--- src/sv/nearest_seed_pixel_labeler_core_macros.svh ---
// Assertion macros for the nearest seed pixel labeler.
// Included by the top level; no other dependencies.
`ifndef NEAREST_SEED_PIXEL_LABELER_CORE_MACROS_SVH
`define NEAREST_SEED_PIXEL_LABELER_CORE_MACROS_SVH

// Same-cycle implication, disabled during reset.
`define NSPL_ASSERT_NOW(lbl, clk, rst_n, ante, cons, msg) \
  lbl: assert property (@(posedge clk) disable iff (!rst_n) (ante) |-> (cons)) \
    else $error(msg);

// Next-cycle implication, disabled during reset.
`define NSPL_ASSERT_NEXT(lbl, clk, rst_n, ante, cons, msg) \
  lbl: assert property (@(posedge clk) disable iff (!rst_n) (ante) |=> (cons)) \
    else $error(msg);

`endif

--- src/sv/nspl_pkg.sv ---
// Shared types and constants of the nearest seed pixel labeler.
// No dependencies; used by the interfaces, the cells and the top level.
package nspl_pkg;

  localparam int unsigned FieldCoordW = 12;
  localparam int unsigned SlotW       = 6;
  localparam int unsigned IndexW      = 6;
  localparam int unsigned CountW      = 7;
  localparam int unsigned ApbDataW    = 32;
  localparam int unsigned ApbAddrW    = 3;

  // Register index taken from paddr above the byte offset.
  localparam logic [ApbAddrW-3:0] RegSeedCount = '0;

  typedef enum logic {
    ReqLoad  = 1'b0,
    ReqQuery = 1'b1
  } req_e;

  // Control part of a beat travelling down the cell chain.
  typedef struct packed {
    logic              valid;
    req_e              req;
    logic              found;
    logic [SlotW-1:0]  slot;
    logic [IndexW-1:0] idx;
  } ctl_t;

endpackage

--- src/sv/nspl_apb_regs.sv ---
// APB-style configuration register block holding the seed count.
// Depends on nspl_pkg for address and data widths.
module nspl_apb_regs (
  input  logic                            clk_i,
  input  logic                            rst_ni,
  input  logic                            psel,
  input  logic                            penable,
  input  logic                            pwrite,
  input  logic [nspl_pkg::ApbAddrW-1:0]   paddr,
  input  logic [nspl_pkg::ApbDataW-1:0]   pwdata,
  output logic [nspl_pkg::ApbDataW-1:0]   prdata,
  output logic                            pready,
  output logic [nspl_pkg::CountW-1:0]     seed_count_o
);

  logic [nspl_pkg::CountW-1:0]     seed_count_q;
  logic [nspl_pkg::ApbAddrW-3:0]   reg_idx;
  logic                            wr_en;

  assign reg_idx = paddr[nspl_pkg::ApbAddrW-1:2];
  assign pready  = 1'b1;
  assign wr_en   = psel && penable && pwrite && pready &&
                   (reg_idx == nspl_pkg::RegSeedCount);

  always_ff @(posedge clk_i or negedge rst_ni) begin
    if (!rst_ni) begin
      seed_count_q <= '0;
    end else if (wr_en) begin
      seed_count_q <= pwdata[nspl_pkg::CountW-1:0];
    end
  end

  // Read back; unmapped addresses read as zero.
  always_comb begin
    prdata = '0;
    if (reg_idx == nspl_pkg::RegSeedCount) begin
      prdata = nspl_pkg::ApbDataW'(seed_count_q);
    end
  end

  assign seed_count_o = seed_count_q;

endmodule

--- config.mk ---
export PLATFORM = sky130hd
export DESIGN_NAME = nspl_apb_regs
export DESIGN_NICKNAME = d
export VERILOG_FILES = /design/src/sv/nearest_seed_pixel_labeler_core_macros.svh /design/src/sv/nspl_pkg.sv /design/src/sv/nspl_apb_regs.sv
export SDC_FILE = /design/constraint.sdc
export NUM_CORES = 1
export LEC_CHECK = 0
export BUFFER_PORTS_ARGS = -buffer_cell sky130_fd_sc_hd__buf_4
export CAP_MARGIN = 20
export CORE_MARGIN = 2
export CORE_UTILIZATION = 29
export DETAILED_ROUTE_END_ITERATION = 7
export MAX_ROUTING_LAYER = met4
export PLACE_DENSITY_LB_ADDON = 0.15
export SETUP_SLACK_MARGIN = 0.02
export SLEW_MARGIN = 40
export SYNTH_ARGS = -nofsm -noshare
export SYNTH_HDL_FRONTEND = slang
export SYNTH_SLANG_ARGS = --single-unit
--- constraint.sdc ---
create_clock -name clk_i -period 1.01 [get_ports clk_i]
set_input_delay 0.202 -clock clk_i [delete_from_list [all_inputs] [get_ports clk_i]]
set_output_delay 0.202 -clock clk_i [all_outputs]
set_load 0.1 [all_outputs]
==> impl_metrics.tcl <==
set metrics [dict create \
    slew_violations 0 \
    vdd_drop_max_mv 1.26 \
    synthDominantAreaCellType "sky130_fd_sc_hd__buf_4" \
    row_count 15 \
    ys_seq_elements 7 \
    synthArstFlopShare_pct 100 \
    critical_path.startpoint_type "flip-flop" \
    vias_in_the_first_global_route 354 \
    antenna_diode_instance_count 0 \
    wire_per_inst_um 9.27 \
    worstSetupPathDepth 2 \
    ys_top_cells_by_area "sky130_fd_sc_hd__buf_4 (36%), sky130_fd_sc_hd__dfrtp_1 (32%), sky130_fd_sc_hd__mux2_2 (15%)" \
    fp.coreArea_sq_mm 0.00175 \
    drt_iter0_drc 0 \
    synth.lib_cells_used.distinct 6 \
    mapped_avg_cell_area_sq_um 10.8 \
    total_of_fill_cells_in_the_finished_design 172 \
    synth.top_cell.area_share_pct 36.0 \
    grt_antenna_before_repair 0 \
    timing.critical_path.slowest_cell_delay_ns 0.48 \
    timing.hold.worst_path_depth 2 \
    io_buffers 26 \
    whs_ns 0.184 \
    fin_crit_sh_pct 126 \
    grt_setup_unrepaired "yes" \
    grt_use_met3_pct 2.69 \
    worstPathArrival_ns 1.07 \
    fp.dieArea_sq_mm 0.00223 \
    dr_total_vias 374 \
    critical_path.endpoint_type "output pin" \
    boundary_pin_count 80 \
    static-leakage-power_nw 0.463 \
    antenna_violating_nets_post_route 0 \
    violations "negative setup slack" \
    reg2regPathDepth 2 \
    first_pass_grt_wire_length_um 1510 \
    floorplan.die.height_um 47.2 \
    dr.pass1.iters 1 \
    gate_count_of_the_mapped_netlist 50 \
    path_cells "and2b_4 -> buf_12" \
    finalCriticalPeriod_ns 1.27 \
    crit_buf_inv 1 \
    drc_errors 0 \
    cts_root_buf "sky130_fd_sc_hd__clkbuf_4" \
    grt_max_degree 9 \
    cp.required_ns 0.81 \
    fmax_mhz 787 \
    finalSetupTns_ns -2.95 \
    clock_latency_ns 0.24 \
    finalSetupViolCount 14 \
    ctsLongestPathBuffers 2 \
    dpl_cell_area_sq_um 721 \
    fin_area_sq_um 928 \
    cp_top_family "flip-flops" \
    ys_dominant_reg_cell "sky130_fd_sc_hd__dfrtp_1" \
    flip_flop_count_of_the_largest_register_all_copies_and_words_added 7 \
    drive_above_1_share_pct 66.3 \
    clock_tree_from_tritoncts "yes" \
    design_power_total_w 0.00252 \
    grt.met2_usage_pct 16.2 \
    fin_ws_ns -0.260 \
    hp-class "in2reg" \
    flow.area_growth_from_synthesis_pct 71.4 \
    cts_buffers 3 \
    synth_seq_area_share_pct 32.3 \
    power_density_mw_per_mm2 2720 \
    path_clk_slew_ns 0.05 \
    post_synth_instance_area_sq_um 542 \
    place_congestion 0.608 \
    finalHoldViolCount 0 \
    netlist_top_cells_count "sky130_fd_sc_hd__buf_4 (26), sky130_fd_sc_hd__and2b_2 (7), sky130_fd_sc_hd__dfrtp_1 (7), sky130_fd_sc_hd__mux2_2 (7), sky130_fd_sc_hd__conb_1 (2)" \
    cts_max_level 1 \
    yosysWarnings 0 \
    design.final.nets 124 \
    hpwlAfterDp_um 755 \
    via_per_inst 3.46 \
    start_util_pct 31.0 \
    routed_wirelength_um 1000 \
    gr-usage-met1_pct 11.6 \
    grt_overflow_total 0 \
    die_width_um 47.2 \
    crit_slowest_cell "sky130_fd_sc_hd__dfrtp_4" \
    globalRouteTotalUtil_pct 10.2 \
    timing.max_cap.violations 0 \
    cts_num_sinks 7 \
    setup_slack_placement_ns -0.0554 \
    synth_edf_count 0 \
    path_max_fanout 3 \
    yosysMostFrequentCell "sky130_fd_sc_hd__buf_4" \
    r2r_setup_slack_ns 0.05 \
    run_status "complete, but fails checks" \
    grt_most_used_layer "met2" \
    critical_path_class "reg2out" \
    clock_skew_ns 0 \
]
==> final timing paths <==
path,startpoint,to
setup / recovery,seed_count_o[6],prdata[6]
hold reg to reg,seed_count_o[5],seed_count_o[5]
max in group asynchronous,rst_ni,seed_count_o[0]
setup reg to reg,seed_count_o[4],seed_count_o[4]
hold / removal,pwdata[6],seed_count_o[6]
min in group asynchronous,rst_ni,seed_count_o[6]
==> per-stage QoR <==
step	cells	utilization, %
3_5_place_dp	102	41.3
5_1_grt	108	53.2
6_report	108	53.2
4_1_cts	107	51.4
3_3_place_gp	102	41.3
2_1_floorplan	74	-
==> layer usage <==
metal  up-vias  share of wire [%]
li1        171                  -
met1       167                 36
met2        36                 52
met3         0                 12
met4         0                  0
met5         -                  0
==> worst register-to-register path, stage by stage (launching register included) <==
cell and delay [ns]:
sky130_fd_sc_hd__dfrtp_4 0.47, sky130_fd_sc_hd__buf_6 0.12, sky130_fd_sc_hd__mux2_2 0.25
==> power breakdown <==
part	leakage, nW	switching (W)	internal (W)
clock	0.0150	0.000101	0.000151
sequential	0.0766	0.0000492	0.000383
combinational	0.372	0.00131	0.000528
total	0.463	0.00146	0.00106
==> layout make-up <==
cell class	count	area, sq um	share of cell area (%)
Clock buffer	4	26.3	2.83
Multi-Input combinational cell	41	278	29.9
Sequential cell	7	201	21.7
Tap cell	25	31.3	3.37
Timing Repair Buffer	31	392	42.2
==> layout by cell type (no fill, tap or decap), drive strengths merged <==
master | synthesis | final
clkbuf | 0 | 4
dfrtp | 7 | 7
buf | 26 | 30
nand4b | 1 | 1
mux2 | 7 | 7
and2b | 7 | 7
dlygate4sd3 | 0 | 1
conb | 2 | 26
==> what timing repair did <==
action / CTS / global route
hold endpoints to repair: 7 / 0
hold buffers: 1 / 0
buffers inserted: 0 / 1
endpoints found under the setup margin: 14 / 16
resized for setup: 34 / 6
pin swaps: 0 / 0
==> kinds of logic (layout without fill, tap and decap cells) <==
kind of cell	after synthesis	after routing	share of synthesized area, %
flops	7	7	32.3
buf+inv	26	35	36.0
mux	7	7	14.6
other cells	2	26	1.39
simple gates	8	8	15.7
Power figures use the tool's default switching activity.
