`src/sv/nearest_seed_pixel_labeler_core_macros.svh`:
```
// Assertion macros for the nearest seed pixel labeler.
// Included by the top level; no other dependencies.
`ifndef NEAREST_SEED_PIXEL_LABELER_CORE_MACROS_SVH
`define NEAREST_SEED_PIXEL_LABELER_CORE_MACROS_SVH

// Same-cycle implication, disabled during reset.
`define NSPL_ASSERT_NOW(lbl, clk, rst_n, ante, cons, msg) \
  lbl: assert property (@(posedge clk) disable iff (!rst_n) (ante) |-> (cons)) \
    else $error(msg);

// Next-cycle implication, disabled during reset.
`define NSPL_ASSERT_NEXT(lbl, clk, rst_n, ante, cons, msg) \
  lbl: assert property (@(posedge clk) disable iff (!rst_n) (ante) |=> (cons)) \
    else $error(msg);

`endif

```
`src/sv/nspl_pkg.sv`:
```
// Shared types and constants of the nearest seed pixel labeler.
// No dependencies; used by the interfaces, the cells and the top level.
package nspl_pkg;

  localparam int unsigned FieldCoordW = 12;
  localparam int unsigned SlotW       = 6;
  localparam int unsigned IndexW      = 6;
  localparam int unsigned CountW      = 7;
  localparam int unsigned ApbDataW    = 32;
  localparam int unsigned ApbAddrW    = 3;

  // Register index taken from paddr above the byte offset.
  localparam logic [ApbAddrW-3:0] RegSeedCount = '0;

  typedef enum logic {
    ReqLoad  = 1'b0,
    ReqQuery = 1'b1
  } req_e;

  // Control part of a beat travelling down the cell chain.
  typedef struct packed {
    logic              valid;
    req_e              req;
    logic              found;
    logic [SlotW-1:0]  slot;
    logic [IndexW-1:0] idx;
  } ctl_t;

endpackage

```
`src/sv/nspl_cell.sv`:
```
// One cell of the labeler chain: holds one seed and updates the running best.
// Depends on nspl_pkg for the beat control struct.
module nspl_cell #(
  parameter int unsigned IDX         = 0,
  parameter int unsigned COORD_WIDTH = 12,
  parameter int unsigned DIST_W      = 25
) (
  input  logic                   clk_i,
  input  logic                   rst_ni,
  input  logic                   adv_i,
  input  logic                   active_i,
  input  nspl_pkg::ctl_t         ctl_i,
  input  logic [COORD_WIDTH-1:0] a_i,
  input  logic [COORD_WIDTH-1:0] b_i,
  input  logic [DIST_W-1:0]      dist_i,
  output nspl_pkg::ctl_t         ctl_o,
  output logic [COORD_WIDTH-1:0] a_o,
  output logic [COORD_WIDTH-1:0] b_o,
  output logic [DIST_W-1:0]      dist_o
);

  localparam int unsigned SqW = 2 * COORD_WIDTH;

  logic [COORD_WIDTH-1:0] sx_q, sy_q;
  logic                   seed_we;

  nspl_pkg::ctl_t         ctl1_q, ctl2_q, ctl2_d;
  logic [COORD_WIDTH-1:0] a1_q, b1_q, a2_q, b2_q;
  logic [DIST_W-1:0]      best1_q, best2_q, best2_d;
  logic [COORD_WIDTH-1:0] dx, dy;
  logic [SqW-1:0]         dx2_q, dy2_q, dx2_d, dy2_d;
  logic [DIST_W-1:0]      sum_dist;
  logic                   take;

  // A load beat addressed to this cell replaces its seed as it enters.
  assign seed_we = adv_i && ctl_i.valid && (ctl_i.req == nspl_pkg::ReqLoad) &&
                   (32'(ctl_i.slot) == IDX);

  always_ff @(posedge clk_i) begin
    if (seed_we) begin
      sx_q <= a_i;
      sy_q <= b_i;
    end
  end

  // First half: absolute differences and their squares.
  always_comb begin
    dx    = (a_i >= sx_q) ? (a_i - sx_q) : (sx_q - a_i);
    dy    = (b_i >= sy_q) ? (b_i - sy_q) : (sy_q - b_i);
    dx2_d = SqW'(dx) * SqW'(dx);
    dy2_d = SqW'(dy) * SqW'(dy);
  end

  // Second half: sum and compare; only a strictly smaller distance wins.
  always_comb begin
    sum_dist = DIST_W'(dx2_q) + DIST_W'(dy2_q);
    take     = ctl1_q.valid && (ctl1_q.req == nspl_pkg::ReqQuery) && active_i &&
               (!ctl1_q.found || (sum_dist < best1_q));
    ctl2_d   = ctl1_q;
    best2_d  = best1_q;
    if (take) begin
      ctl2_d.found = 1'b1;
      ctl2_d.idx   = nspl_pkg::IndexW'(IDX);
      best2_d      = sum_dist;
    end
  end

  // Control registers of both halves.
  always_ff @(posedge clk_i or negedge rst_ni) begin
    if (!rst_ni) begin
      ctl1_q <= '0;
      ctl2_q <= '0;
    end else if (adv_i) begin
      ctl1_q <= ctl_i;
      ctl2_q <= ctl2_d;
    end
  end

  // Payload registers of both halves.
  always_ff @(posedge clk_i) begin
    if (adv_i) begin
      a1_q    <= a_i;
      b1_q    <= b_i;
      best1_q <= dist_i;
      dx2_q   <= dx2_d;
      dy2_q   <= dy2_d;
      a2_q    <= a1_q;
      b2_q    <= b1_q;
      best2_q <= best2_d;
    end
  end

  assign ctl_o  = ctl2_q;
  assign a_o    = a2_q;
  assign b_o    = b2_q;
  assign dist_o = best2_q;

endmodule

```
`config.mk`:
```
export PLATFORM = sky130hd
export DESIGN_NAME = nspl_cell
export DESIGN_NICKNAME = d
export VERILOG_FILES = /design/src/sv/nearest_seed_pixel_labeler_core_macros.svh /design/src/sv/nspl_pkg.sv /design/src/sv/nspl_cell.sv
export SDC_FILE = /design/constraint.sdc
export NUM_CORES = 1
export LEC_CHECK = 0
export BUFFER_PORTS_ARGS = -buffer_cell sky130_fd_sc_hd__buf_2
export CAP_MARGIN = 15
export CORE_UTILIZATION = 64
export CTS_BUF_LIST = sky130_fd_sc_hd__clkbuf_4
export DETAILED_ROUTE_END_ITERATION = 16
export GPL_TIMING_DRIVEN = 0
export PLACE_DENSITY = 0.85
export SETUP_SLACK_MARGIN = 0.2
export SYNTH_ARGS = -nofsm -noshare
export SYNTH_HDL_FRONTEND = slang
export SYNTH_SLANG_ARGS = --single-unit
```
`constraint.sdc`:
```
create_clock -name clk_i -period 9.45 [get_ports clk_i]
set_input_delay 1.89 -clock clk_i [delete_from_list [all_inputs] [get_ports clk_i]]
set_output_delay 1.89 -clock clk_i [all_outputs]
set_load 0.05 [all_outputs]
```
==> results of run 1 <==
[registers in the layout (all words and copies together), names as in the netlist, 15 cells and up]
| signal | flops |
|---|---|
| dx2_q | 23 |
| dy2_q | 23 |
| ctl_o | 15 |
| dist_o | 25 |
| ctl1_q | 15 |
| best1_q | 25 |
[per-layer routing]
metal / GRT usage (%) / up-vias / share of wire [%]
met3: 4.537 / 81 / 5.3
met5: 0 / - / 0.050
met4: 10.40 / 4 / 2.9
met2: 46.70 / 375 / 49
li1: - / 5798 / -
met1: 33.35 / 6027 / 43
[stage by stage]
| stage | cells | hold slack, ps | util [%] | setup TNS [ps] |
|---|---|---|---|---|
| floorplan | 1651 | 400.3 | - | 0 |
| global placement | 2123 | 400.3 | 69.39 | -17910 |
| detailed placement | 2127 | 404.5 | 69.63 | -7048 |
| CTS | 2163 | 413.0 | 71.01 | 0 |
| global route | 2171 | 415.8 | 71.76 | 0 |
| finish | 2171 | 410.4 | 71.76 | 0 |
[critical path: cells and delay by family]
family,cells,cell delay [ps]
buffers and inverters,10,1110
xor gates and xnor gates,2,270
AOI/OAI and AO/OA,11,2640
and+or+nand+nor,3,480
adders and majority gates,7,3010
[logic make-up (layout without fill, tap and decap cells)]
logic type / count (synthesis) / in the layout / synth area share, %
adders and majority gates: 367 / 367 / 32.87
other: 0 / 1 / 0
AOI/OAI and AO/OA: 236 / 236 / 9.105
buffers and inverters: 374 / 552 / 8.064
muxes: 64 / 64 / 4.057
and+or+nand+nor: 330 / 330 / 8.857
DFF: 198 / 198 / 32.80
xor gates and xnor gates: 82 / 82 / 4.255
[worst max-delay path by stage]
stage | depth (start not counted) | start | endpoint | slack (ps)
6_report | 33 | a_i[2] | dx2_q[23] | 430
2_1_floorplan | 30 | a_i[0] | dx2_q[23] | 510
3_3_place_gp | 31 | a_i[8] | dx2_q[23] | -850
3_5_place_dp | 31 | a_i[8] | dx2_q[23] | -920
4_1_cts | 32 | a_i[0] | dx2_q[23] | 200
5_1_grt | 33 | a_i[2] | dx2_q[23] | 160
[synthesized netlist by cell type, drive strengths merged (4+ instances only)]
cell | count | share of area, %
o21a | 18 | 0.81
o211ai | 6 | 0.36
xnor2 | 61 | 3.1
nor3 | 13 | 0.40
a21oi | 72 | 2.1
and2 | 7 | 0.25
clkbuf | 24 | 0.51
dfrtp | 30 | 4.2
or2 | 17 | 0.60
ha | 205 | 15
mux2i | 12 | 0.70
a211oi | 13 | 0.55
fa | 162 | 18
a2111oi | 4 | 0.30
xor2 | 21 | 1.1
a221o | 5 | 0.28
buf | 13 | 0.40
nand2b | 21 | 0.74
o22ai | 4 | 0.18
or3 | 10 | 0.35
a21o | 27 | 1.1
inv | 337 | 7.2
a31oi | 10 | 0.35
nand3 | 23 | 0.65
a211o | 5 | 0.25
nor4 | 4 | 0.14
nor2 | 144 | 3.1
mux2 | 52 | 3.4
o21bai | 7 | 0.30
o21ai | 38 | 1.1
and3 | 11 | 0.39
nor2b | 12 | 0.42
edfxtp | 168 | 29
nand2 | 54 | 1.2
nand4 | 5 | 0.18
[cell type report]
class	instances	area, µm²
multi-input cells	1079	10620
fillers	1892	7632
flip-flops and latches	198	5796
inverters	337	1265
repair buffers	146	794.5
well taps	341	426.7
plain buffers	37	193.9
clock inverters	14	161.4
clock buffers	18	135.1
diodes	1	2.502
[repair_timing]
action	4_1_cts	5_1_grt
resized for setup	15	42
pin swaps	1	5
buffers inserted	4	7
endpoints found under the setup margin	6	13
==> impl_metrics.toml, run 1 <==
[status]
outcome = "finished clean"

[place]
dpl_cell_area_um2 = 18820
port_buffers = 131
gp_congestion = 0.8649
dp_worst_setup_slack_ps = -918.0
dp_hpwl_um = 28280

[layout]
drive_gt1_share_pct = 17.22
final_area_um2 = 19390
area_growth_pct = 9.742
final_common_cell = "inv_1"
layout_common_cells = "inv_1, ha_1, edfxtp_1"
nNetsFinal = 2251

[worst_setup_path]
critPathMostFrequentCell = "fa_1"
reg2reg_slack_ps = 1300
path_max_fanout = 10
cp-end-kind = "flip-flop"
timing.rr.end = "dx2_q[23]"
cp-start-kind = "input port"
critPathSlowestCell = "fa_1"
worstRegToRegCells = 31
criticalPathCategory = "input port to flip-flop"
critPathRequiredTime_ps = 9850
crit_arrival_ps = 9420
cpPeakStageDelay_ps = 520
r2r-start = "sx_q[0]"

[global_routing]
grt_pass1_wl_um = 60170
grt_overflow_total = 0
grt_max_degree = 78
grt_usage_pct = 26.76
antenna_found_initial = 3
first_global_vias = 12895

[logic_synthesis]
yosys_most_used_dff = "edfxtp_1"
synth-edff-count = 168
avgSynthCellArea_um2 = 10.70
async_flop_share_pct = 15.15
ys_warn_count = 0
ys_seq_elements = 198
ys_seq_area_share_pct = 32.80
synthesis.nets = 2086
synth.distinct_cells = 79
syn_inst = 1651
syn-cell-area_um2 = 17670

[worst_hold_path]
hp-start = "b1_q[0]"
hold_path.class = "flip-flop to flip-flop"
holdPathEnd = "b_o[0]"
holdPathStages = 0

[sta]
fin_crit_ps = 9020
setup_violations = 0
rsz0062_at_grt = "yes"
fmax_ghz = 0.1109
worstMarginPinSlew_ps = 951.9
final_max_slew_viol_count = 0
worst_slack_ps = 430.1
max_slew_margin_pct = 36.01
hold_viol_final = 0
period_share_pct = 95.45
skew_ps = 42.33

[clocking]
postCtsHoldBufs = 0
clkSlewWorstSetupHoldPaths_ps = 220
clock-root-buffer = "clkbuf_4"
cts_buffers = 17
clk_latency_ps = 670
clkSinkCount = 198
cts_tree = "done"
htree_levels = 4
clockBufferDepth = 2

[floorplan]
die_y_um = 168.2
die_width_um = 168.2
die-area_um2 = 28280
start_util_pct = 65.39
core.rowCount = 60
coreArea_um2 = 27030
io_pins = 132

[routing]
drt-pass1-iter-count = 5
drcViolationCount = 0
wire_per_inst_um = 16.48
drtIter0Drc = 692
antenna_left = 0
vias = 12285
routed_via_density = 5.659
routed_wirelength_um = 35780

[run]
maxCapViolCount = 0
Power of run 1 is left out: the tool's default activity adds up to more than one toggle a clock period on the data nets, which glitch-free logic cannot reach.
==> inputs of run 2 (changes only) <==
- CTS_CLUSTER_DIAMETER: not set -> 100
- clock period: 9.45 -> 10.1 ns (I/O delays scaled with it)
==> impl_metrics.toml, run 2 (same netlist as run 1, synthesis figures left out) <==
[layout]
regArea_um2 = 5796
multi_input_area_um2 = 10500
fin_cells = 2160
fillers = 1910
final_common_cell = "inv_1"
area_growth_pct = 8.461
drive_gt1_share_pct = 15.46
nNetsFinal = 2240
layout_common_cells = "inv_1, ha_1, edfxtp_1"

[clocking]
clk_latency_ps = 670
clock-root-buffer = "clkbuf_4"
clkSinkCount = 198
cts_buffers = 17
htree_levels = 4
cts_tree = "done"
clkSlewWorstSetupHoldPaths_ps = 220
clockBufferDepth = 2

[worst_setup_path]
reg2reg_slack_ps = 1650
cpPeakStageDelay_ps = 550
critPathRequiredTime_ps = 10520
path_delay_family = "adder cells"
path_max_fanout = 10
crit_buf_inv = 9
critPathSlowestCell = "fa_1"
cp-end-kind = "flip-flop"
cp-start-kind = "input port"
crit_arrival_ps = 9980
criticalPathCategory = "input port to flip-flop"

[sta]
period_share_pct = 94.65
setup_violations = 0
rsz0062_at_grt = "no"
hold_viol_final = 0
fmax_ghz = 0.1046
final_max_slew_viol_count = 0
skew_ps = 42.98
fin_crit_ps = 9559
worstMarginPinSlew_ps = 952.6
worst_slack_ps = 540.8
max_slew_margin_pct = 35.96

[run]
maxCapViolCount = 0

[floorplan]
die-area_um2 = 28280
io_pins = 132
core.rowCount = 60
coreArea_um2 = 27030
start_util_pct = 65.39
die_y_um = 168.2
die_width_um = 168.2

[routing]
vias = 12145
antenna_left = 0
drtIter0Drc = 711
wire_per_inst_um = 16.34
routed_wirelength_um = 35290
drcViolationCount = 0
routed_via_density = 5.623
drt-pass1-iter-count = 5

[place]
port_buffers = 131
placed_cells = 2127
dp_hpwl_um = 28280
gp_congestion = 0.8649
dp_worst_setup_slack_ps = -398.0

[global_routing]
first_global_vias = 12850
grt_max_degree = 78
grt_pass1_wl_um = 60070
grt_usage_pct = 26.69
antenna_found_initial = 3
grt_overflow_total = 0

[worst_hold_path]
hold_path.class = "flip-flop to flip-flop"

[status]
outcome = "finished clean"
[run 2: changes by cell type in the layout (fill, tap and decap cells not counted), moves of 4 or more]
| cell | previous run | this run |
|---|---|---|
| xnor2_1 | 52 | 56 |
| buf_2 | 137 | 141 |
| clkbuf_1 | 14 | 19 |
| buf_4 | 18 | 3 |
| xnor2_2 | 8 | 4 |
[run 2: layer usage]
metal,GRT usage (%),vias up,wire length (µm)
met1,33.48,5947,15320
met2,46.38,340,17220
met3,4.490,79,1716
met4,10.40,4,1011
li1,-,5775,-
met5,0,-,18
[run 2: worst reg2reg max path: cells and delay by family, from the launching register on]
kind,cells,cell delay [ps]
xor gates and xnor gates,2,630
DFF,1,410
adders and majority gates,8,3320
AOI/OAI and AO/OA,10,2590
buffers and inverters,7,940
and+or+nand+nor,2,330
[run 2: area by class of cell]
class                   count  share of cell area, %
diodes                      1                0.01306
plain buffers              37                 0.8682
clock buffers              18                 0.7050
clock inverters            14                 0.8421
inverters                 337                  6.600
multi-input cells        1079                  54.79
flip-flops and latches    198                  30.24
well taps                 341                  2.226
repair buffers            135                  3.714
[run 2: worst paths after layout]
check                         from         to  depth (start not counted)
setup / recovery            a_i[0]  dx2_q[23]                         31
hold reg to reg            b1_q[0]     b_o[0]                          0
setup reg to reg           sx_q[0]  dx2_q[23]                         29
max in group asynchronous   rst_ni  ctl1_q[0]                          1
min in group asynchronous   rst_ni   ctl_o[6]                          1
hold / removal             b1_q[0]     b_o[0]                          0
[run 2: repair_timing]
item                       CTS  global route
setup endpoints to repair    0             6
setup buffers                0             0
resized for setup            0            16
hold buffers                 0             0
[run 2: through the flow]
step	setup TNS [ps]	util, %	hold WS [ps]	cell area [µm²]
after CTS	0	70.72	413.0	19110
after floorplan	0	-	400.3	17670
after global placement	-592.7	69.39	400.3	18750
after detailed placement	-802.8	69.63	404.5	18820
final	0	70.92	409.8	19170
after global routing	0	70.92	415.8	19170
Power of run 2 is left out for the same reason.
==> inputs of run 3 (changes only) <==
- REMOVE_ABC_BUFFERS: not set -> 1
==> impl_metrics.toml, run 3 (same netlist as run 1, synthesis figures left out) <==
[status]
outcome = "finished clean"

[worst_setup_path]
crit_arrival_ps = 9920
cpPeakStageDelay_ps = 900
cp-startpoint = "a_i[0]"
timing.rr.end = "dx2_q[23]"
r2r-start = "sx_q[0]"
reg2reg_slack_ps = 1690
cp-start-kind = "input port"
path_max_fanout = 20
cp-end-kind = "flip-flop"
critPathSlowestCell = "xnor2_1"
critPathRequiredTime_ps = 10470
endpoint = "dx2_q[23]"
worstRegToRegCells = 27
criticalPathCategory = "input port to flip-flop"

[layout]
final_common_cell = "inv_1"
final_area_um2 = 19090
nNetsFinal = 2209
multi_input_area_um2 = 10490
drive_gt1_share_pct = 15.05
layout_common_cells = "inv_1, ha_1, edfxtp_1"
regArea_um2 = 5796
area_growth_pct = 8.022
fillers = 1891

[sta]
worstMarginPinSlew_ps = 1171
setup_violations = 0
max_slew_margin_pct = 19.67
fin_crit_ps = 9559
rsz0062_at_grt = "no"
skew_ps = 34.75
period_share_pct = 94.65
hold_viol_final = 0
worst_slack_ps = 540.5
final_max_slew_viol_count = 0
fmax_ghz = 0.1046

[routing]
routed_via_density = 5.628
wire_per_inst_um = 15.70
routed_wirelength_um = 33420
antenna_left = 0
drt-pass1-iter-count = 6
vias = 11982
drcViolationCount = 0
drtIter0Drc = 701

[place]
gp_congestion = 0.8551
dp_hpwl_um = 26440
dpl_cell_area_um2 = 18670
port_buffers = 131
dp_worst_setup_slack_ps = -741.2

[clocking]
clkSlewWorstSetupHoldPaths_ps = 190
cts_buffers = 17
clock-root-buffer = "clkbuf_4"
htree_levels = 4
cts_setup_buffers = 0
clkSinkCount = 198
clk_latency_ps = 630
cts_tree = "done"
clockBufferDepth = 2

[floorplan]
die-area_um2 = 28280
coreArea_um2 = 27030
io_pins = 132
start_util_pct = 65.39
core.rowCount = 60
die_y_um = 168.2
die_width_um = 168.2

[run]
maxCapViolCount = 0

[global_routing]
grt_overflow_total = 0
grt_usage_pct = 24.86
antenna_found_initial = 1
grt_pass1_wl_um = 56450
grt_max_degree = 116
first_global_vias = 12278

[worst_hold_path]
hold_path.class = "flip-flop to flip-flop"
[run 3: cell count changes in the layout (fill, tap and decap cells not counted), moves of 2 or more]
cell      delta
clkbuf_1    -19
buf_2       -11
clkbuf_2     -5
inv_12       +5
inv_6        -5
buf_4        +4
clkinv_4     +2
inv_8        +2
[run 3: per-stage QoR]
step                      hold slack (ps)  TNS (ps)  util (%)  instances
after floorplan                     400.3         0         -       1614
after global placement              400.8     -1732     68.80       2086
after detailed placement            404.5     -2893     69.07       2091
after CTS                           434.8         0     70.36       2123
after global routing                446.6         0     70.63       2129
final                               427.4         0     70.63       2129
[run 3: what timing repair did]
item,in CTS,in global routing
setup endpoints to repair,2,5
hold buffers,0,0
pin swaps,0,0
resized for setup,1,4
hold endpoints to repair,0,0
[run 3: worst max-delay path: cells and delay by family]
family                   cells  cell delay [ps]
adder cells (fa/ha/maj)      8             3340
XOR/XNOR                     2             1050
AND/OR/NAND/NOR              2              320
AO/OA/AOI/OAI               10             2740
buffers and inverters        7              470
[run 3: how the worst min path moves through the flow]
stage	startpoint	slack (ps)	cells past startpoint	to
2_1_floorplan	a1_q[0]	400	0	a_o[0]
3_3_place_gp	a1_q[6]	400	0	a_o[6]
3_5_place_dp	a1_q[8]	400	0	a_o[8]
4_1_cts	a1_q[9]	430	0	a_o[9]
5_1_grt	a1_q[5]	450	0	a_o[5]
6_report	a1_q[9]	430	0	a_o[9]
[run 3: routing by layer]
metal / wire length, µm / vias to the layer above / GRT usage, %
met4: 599 / 0 / 6.561
met2: 16630 / 335 / 43.53
met5: 0 / - / 0
met1: 14540 / 5869 / 32.07
li1: - / 5726 / -
met3: 1651 / 52 / 4.255
[run 3: final cells by class]
type / instances / area share, %
tap: 341 / 2.235
antenna: 1 / 0.01311
clock buffer: 17 / 0.6685
inverter: 337 / 6.626
clock inverter: 15 / 1.108
multi-input combinational: 1079 / 54.97
timing repair buffer: 141 / 4.024
sequential: 198 / 30.36
Power of run 3 is left out for the same reason.
